<file path="src/hdl/swt_pkg.sv">
// Shared types and codes for the segment window tracker.
`timescale 1ns / 1ps

package swt_pkg;

   localparam int MAX_SEGMENTS_DEFAULT = 16;

   typedef enum logic [1:0] {
      KIND_CLEAR  = 2'd0,
      KIND_APPEND = 2'd1,
      KIND_TICK   = 2'd2
   } swt_kind_type;

   typedef struct packed {
      logic [1:0]  kind;
      logic [31:0] position_ms;
      logic [31:0] seg_start_ms;
      logic [31:0] seg_end_ms;
      logic [1:0]  seg_type;
   } swt_req_type;

   typedef struct packed {
      logic        hit;
      logic [31:0] hit_start_ms;
      logic [31:0] hit_end_ms;
      logic [1:0]  hit_type;
   } swt_rsp_type;

   // Tick wavefront handed from cell to cell
   typedef struct packed {
      logic        active;
      logic        found;
      logic [31:0] pos;
      logic [31:0] hit_start_ms;
      logic [31:0] hit_end_ms;
      logic [1:0]  hit_type;
   } swt_token_type;

   // Broadcast table control
   typedef struct packed {
      logic clear;
      logic write;
   } swt_ctrl_type;

endpackage

</file>
<file path="src/hdl/segment_window_tracker.sv">
// Top level of the segment window tracker: request decode, cell row and result register.
`timescale 1ns / 1ps

//  channel | direction | handshake          | payload
//  --------+-----------+--------------------+-------------------------------
//  req     | in        | req_valid/req_stall | swt_req_type (kind, times)
//  rsp     | out       | rsp_valid/rsp_stall | swt_rsp_type (hit, window)
//
//  Clear and append beats register their result, which is ready the next cycle.
//  A position tick walks the cell row one entry a cycle, through the token register
//  of each cell in turn, and its result is then registered in the result register;
//  no request is taken during the walk.
//  Synchronous active-high reset empties the table, clears every consumed flag
//  and drops any walk in flight. A request is taken while a result waits,
//  unless that result is itself stalled.

module segment_window_tracker #(
   parameter int MAX_SEGMENTS = swt_pkg::MAX_SEGMENTS_DEFAULT
) (
   input  logic                clock,
   input  logic                reset,
   input  logic                req_valid,
   output logic                req_stall,
   input  swt_pkg::swt_req_type req_payload,
   output logic                rsp_valid,
   input  logic                rsp_stall,
   output swt_pkg::swt_rsp_type rsp_payload
);

   localparam int CountWidth = $clog2(MAX_SEGMENTS + 1);
   localparam logic [CountWidth-1:0] CountMax = CountWidth'(MAX_SEGMENTS);

   logic [CountWidth-1:0] count_ff, count_in;
   logic                  walking_ff, walking_in;
   logic                  rsp_valid_ff, rsp_valid_in;
   swt_pkg::swt_rsp_type  rsp_payload_ff, rsp_payload_in;

   logic                  req_beat;
   logic                  is_tick;
   swt_pkg::swt_ctrl_type ctrl;
   swt_pkg::swt_token_type tokens [MAX_SEGMENTS+1];

   // Hold requests during a walk, or while a stalled result occupies the register
   assign req_stall = walking_ff || (rsp_valid_ff && rsp_stall);
   assign req_beat  = req_valid && !req_stall;
   assign is_tick   = req_payload.kind == swt_pkg::KIND_TICK;

   // Decode table control from the accepted beat
   always_comb begin
      ctrl     = '0;
      count_in = count_ff;
      if (req_beat) begin
         unique case (req_payload.kind)
            swt_pkg::KIND_CLEAR: begin
               ctrl.clear = 1'b1;
               count_in   = '0;
            end
            swt_pkg::KIND_APPEND: begin
               // drop appends to a full table
               if (count_ff < CountMax) begin
                  ctrl.write = 1'b1;
                  count_in   = count_ff + 1'b1;
               end
            end
            default: begin
            end
         endcase
      end
   end

   // Launch the wavefront into the first cell
   always_comb begin
      tokens[0]        = '0;
      tokens[0].active = req_beat && is_tick;
      tokens[0].pos    = req_payload.position_ms;
   end

   for (genvar i = 0; i < MAX_SEGMENTS; i++) begin : g_cell
      swt_cell #(
         .CountWidth(CountWidth),
         .Index     (i)
      ) u_cell (
         .clock  (clock),
         .reset  (reset),
         .ctrl   (ctrl),
         .count  (count_ff),
         .wr_data(req_payload),
         .tok_in (tokens[i]),
         .tok_out(tokens[i+1])
      );
   end

   // Result register: zero result for non-tick beats, wavefront result at walk end
   always_comb begin
      walking_in     = walking_ff;
      rsp_valid_in   = rsp_valid_ff && rsp_stall;
      rsp_payload_in = rsp_payload_ff;
      if (req_beat && is_tick) begin
         walking_in = 1'b1;
      end else if (req_beat) begin
         rsp_valid_in   = 1'b1;
         rsp_payload_in = '0;
      end
      if (tokens[MAX_SEGMENTS].active) begin
         walking_in                  = 1'b0;
         rsp_valid_in                = 1'b1;
         rsp_payload_in.hit          = tokens[MAX_SEGMENTS].found;
         rsp_payload_in.hit_start_ms = tokens[MAX_SEGMENTS].hit_start_ms;
         rsp_payload_in.hit_end_ms   = tokens[MAX_SEGMENTS].hit_end_ms;
         rsp_payload_in.hit_type     = tokens[MAX_SEGMENTS].hit_type;
      end
   end

   always_ff @(posedge clock) begin
      rsp_payload_ff <= rsp_payload_in;
      if (reset) begin
         count_ff     <= '0;
         walking_ff   <= 1'b0;
         rsp_valid_ff <= 1'b0;
      end else begin
         count_ff     <= count_in;
         walking_ff   <= walking_in;
         rsp_valid_ff <= rsp_valid_in;
      end
   end

   assign rsp_valid   = rsp_valid_ff;
   assign rsp_payload = rsp_payload_ff;

endmodule

</file>
<file path="src/hdl/swt_cell.sv">
// One table entry of the tracker with its slice of the tick wavefront.
`timescale 1ns / 1ps

module swt_cell #(
   parameter int CountWidth = 5,
   parameter int Index      = 0
) (
   input  logic                 clock,
   input  logic                 reset,
   input  swt_pkg::swt_ctrl_type  ctrl,
   input  logic [CountWidth-1:0]  count,
   input  swt_pkg::swt_req_type   wr_data,
   input  swt_pkg::swt_token_type tok_in,
   output swt_pkg::swt_token_type tok_out
);

   localparam logic [CountWidth-1:0] MyIndex = CountWidth'(Index);

   logic [31:0] start_ff, start_in;
   logic [31:0] end_ff, end_in;
   logic [1:0]  type_ff, type_in;
   logic        consumed_ff, consumed_in;
   swt_pkg::swt_token_type tok_ff, tok_in_next;

   logic in_use;
   logic write_me;
   logic before_start;
   logic before_end;
   logic rearmed;

   assign in_use       = MyIndex < count;
   assign write_me     = ctrl.write && (count == MyIndex);
   assign before_start = tok_in.pos < start_ff;
   assign before_end   = tok_in.pos < end_ff;

   always_comb begin
      start_in    = start_ff;
      end_in      = end_ff;
      type_in     = type_ff;
      consumed_in = consumed_ff;
      tok_in_next = tok_in;
      rearmed     = consumed_ff && !before_start ? 1'b1 : 1'b0;
      if (ctrl.clear) begin
         consumed_in = 1'b0;
      end else if (write_me) begin
         start_in    = wr_data.seg_start_ms;
         end_in      = wr_data.seg_end_ms;
         type_in     = wr_data.seg_type;
         consumed_in = 1'b0;
      end else if (tok_in.active && in_use) begin
         // re-arm when the position lies before the start; rearmed holds still-consumed
         consumed_in = rearmed;
         if (!tok_in.found && !rearmed && !before_start && before_end) begin
            consumed_in              = 1'b1;
            tok_in_next.found        = 1'b1;
            tok_in_next.hit_start_ms = start_ff;
            tok_in_next.hit_end_ms   = end_ff;
            tok_in_next.hit_type     = type_ff;
         end
      end
   end

   always_ff @(posedge clock) begin
      start_ff <= start_in;
      end_ff   <= end_in;
      type_ff  <= type_in;
      if (reset) begin
         consumed_ff   <= 1'b0;
         tok_ff.active <= 1'b0;
      end else begin
         consumed_ff <= consumed_in;
         tok_ff      <= tok_in_next;
      end
   end

   assign tok_out = tok_ff;

endmodule
</file>
<file path="config.mk">
export PLATFORM = sky130hd
export DESIGN_NAME = segment_window_tracker
export DESIGN_NICKNAME = d
export VERILOG_FILES = /design/src/hdl/swt_pkg.sv /design/src/hdl/segment_window_tracker.sv /design/src/hdl/swt_cell.sv
export SDC_FILE = /design/constraint.sdc
export NUM_CORES = 2
export LEC_CHECK = 0
export BUFFER_PORTS_ARGS = -buffer_cell sky130_fd_sc_hd__buf_2
export CAP_MARGIN = 20
export CELL_PAD_IN_SITES_DETAIL_PLACEMENT = 1
export CELL_PAD_IN_SITES_GLOBAL_PLACEMENT = 1
export CORE_MARGIN = 3
export CORE_UTILIZATION = 35
export CTS_CLUSTER_DIAMETER = 150
export CTS_CLUSTER_SIZE = 8
export DETAILED_ROUTE_END_ITERATION = 16
export PLACE_DENSITY_LB_ADDON = 0.1
export SETUP_SLACK_MARGIN = 0.3
export SYNTH_ARGS = -nofsm -noshare
export SYNTH_HDL_FRONTEND = slang
export SYNTH_SLANG_ARGS = --single-unit
</file>
<file path="constraint.sdc">
create_clock -name clock -period 46.4 [get_ports clock]
set_clock_uncertainty 0.1 [all_clocks]
set_input_delay 6.96 -clock clock [delete_from_list [all_inputs] [get_ports clock]]
set_output_delay 6.96 -clock clock [all_outputs]
set_load 0.02 [all_outputs]
</file>
==> metrics.yaml <==
status: "complete, no violations"
fmax_ghz: 0.0669
hold_path_class: "register to register"
min-delay-start: "g_cell[12].u_cell.tok_out[99]"
required_ps: 39340
critPathKind: "input pin to output pin"
critPathLaunch: "rsp_stall"
path_cells: "buf_2 > a21oi_1 > inv_1 > buf_2"
finalHoldViolCount: 0
use_met1_pct: 23.6
num_rows: 214
globalRouteMet2Util_pct: 26.5
crit_path_frequent_cell: "buf_2"
drv_slew: 0
yosysMostFrequentCell: "edfxtp_1"
end_kind: "output pin"
clk_pin_slew_worst_paths_ps: 50
die-height_um: 591
ios: 173
post_drt_via_cell_ratio: 4.84
wl_per_cell_um: 22.7
synth_compound_area_share_pct: 4.71
synthMuxAreaShare_pct: 9.39
period_needed_ps: 14940
cp-start-kind: "input pin"
synth.distinct_cells: 74
synth_area_leader_cell: "edfxtp_1"
r2r_start: "g_cell[14].u_cell.tok_out[78]"
synth.top_cells.by_area: "edfxtp_1 67%, ha_1 10%, mux2_2 9.0%, inv_1 3.2%, a21oi_1 1.2%"
cpPeakStageDelay_ps: 540
dp_hpwl_mm: 214
vias: 62094
synthToLayoutAreaGrowth_pct: 14.2
final_antenna_net_count: 0
final-setup-viol-count: 0
slew_headroom_pct: 27.2
yosysWarnings: 0
synth_top_family_by_area: "adder cells"
clock-root-buffer: "clkbuf_16"
top_usage_layer: "met2"
routed_wl_mm: 291
drt_iter0_markers: 3506
crit_arrival_ps: 7880
r2r_setup_slack_ps: 41550
p_leak_nw: 53.0
grt_max_degree: 145
netlist_area_um2: 120000
first_pass_iters: 5
numCtsBuffers: 377
clock_sinks: 2714
groute.usage.overall_pct: 16.6
io_buffers: 172
seq_area_frac_synth_pct: 67.7
tritoncts: "done"
synthArstFlopShare_pct: 0
synth_xor_xnor_area_share_pct: 0.0219
cpMaxStageDelayCell: "a21oi_1"
synth_seq_cells: 2714
crit_family: "compound AO/OA/AOI/OAI gates"
powerDensity_nw_per_um2: 40.7
grtUsageMet3_pct: 2.06
synth_edf_count: 2675
drcViolationCount: 0
vdd_ir_drop_max_uv: 27.0
dieWidth_um: 591
clockBufferDepth: 4
drive_gt1_share_pct: 20.3
grt_first_pass_wirelength_mm: 438
layout_setup_ws_ps: 31460
antenna_found_initial: 17
synthesis.nets: 8734
power.total_w: 0.00558
dominantRegCellSynth: "edfxtp_1"
path_buf_inv: 3
maxCapViolCount: 0
gp_congestion: 0.830
pre_cts_slack_ps: 31430
start_util_pct: 35.2
die_area_um2: 350000
grt_overflow_total: 0
synthAdderAreaFrac_pct: 10.4
cts_resized: 0
setup_tns_ps: 0
synth_cells: 7635
coreArea_um2: 340000
cts_setup_buffers: 0
post-route-period-util_pct: 32.2
h-tree-depth: 5
first_global_vias: 68447
synth_common_cells: "2675 x edfxtp_1, 1019 x inv_1, 995 x ha_1"
path_max_fanout: 6
nets: 9225
ctsHoldBuffers: 0
yosys.area_share.simple_pct: 4.06
clk_latency_ps: 910
worst_slew_pin_slew_ps: 1090
rsz0062_at_grt: "no"
synth.avg_cell_area_um2: 15.7
netlist.area_leader.share_pct: 67.0
[per-layer routing]
metal  share of wire (%)  up-vias
met3                 3.2      513
met5                   0        -
met2                  45      951
met4                 3.4        0
li1                    -    29610
met1                  48    31020
[sequential cells by signal, indices dropped and copies added (netlist names)]
| name | cells |
|---|---|
| walking_ff | 1 |
| g_cell.u_cell.tok_out | 1568 |
| g_cell.u_cell.start_ff | 512 |
| g_cell.u_cell.end_ff | 512 |
| count_ff | 5 |
| rsp_payload | 67 |
| rsp_valid | 1 |
| g_cell.u_cell.consumed_ff | 16 |
| g_cell.u_cell.type_ff | 32 |
[layout make-up]
cell class	instances	area (um^2)
Timing Repair Buffer	245	1440
Multi-Input combinational cell	3769	34400
Clock inverter	7	61.3
Inverter	1019	3830
Fill cell	33780	203000
Clock buffer	516	10300
Antenna cell	23	57.6
Sequential cell	2714	81100
Tap cell	4536	5680
[power by group]
part / total, W / switching (W) / internal [W]
clock: 0.00250 / 0.000991 / 0.00151
sequential: 0.00284 / 0.0000465 / 0.00280
combinational: 0.000232 / 0.000147 / 0.0000857
total: 0.00558 / 0.00118 / 0.00439
[cell families after synthesis]
family,Yosys count
buffers and inverters,1152
AO/OA/AOI/OAI,885
multiplexers,990
XOR/XNOR,3
adder cells (fa/ha/maj),995
AND/OR/NAND/NOR,896
flip-flops,2714
[layout by cell type, fill, tap and decap left out, types with 39 or more instances in the layout]
cell       count
buf_2        172
nor2b_1       46
and2_1       141
a211oi_1      80
clkbuf_16    393
nand3_1       73
inv_1       1016
nor3_1        45
nand4_1      139
clkbuf_1     123
o21ai_0      175
nand2b_1      39
ha_1         995
nor2_1       132
mux2_2       955
buf_4         70
edfxtp_1    2675
a21oi_1      278
a21o_1       138
nand2_1      145
[worst reg2reg max path, delay by kind of cell (launching register included)]
| family | cells | cell delay [ps] |
|---|---|---|
| flops | 1 | 410 |
| buf+inv | 1 | 400 |
| mux | 1 | 490 |
| fa+ha+maj | 1 | 330 |
| simple gates | 4 | 2070 |
| compound gates | 3 | 790 |
[per-stage QoR]
step	hold WS (ps)	instance area [um^2]	utilization, %	instances
final	359	137000	40.2	12829
after global routing	358	137000	40.2	12808
after CTS	353	137000	40.2	12805
after detailed placement	347	126000	37.2	12282
after global placement	336	126000	37.2	12282
after floorplan	331	120000	-	7635
[worst paths after layout]
kind,endpoint,cells after the start
hold reg to reg,g_cell[13].u_cell.tok_out[99],1
hold / removal,g_cell[13].u_cell.tok_out[99],1
setup / recovery,req_stall,4
setup reg to reg,g_cell[15].u_cell.tok_out[45],10
(Power assumes the default switching activity.)
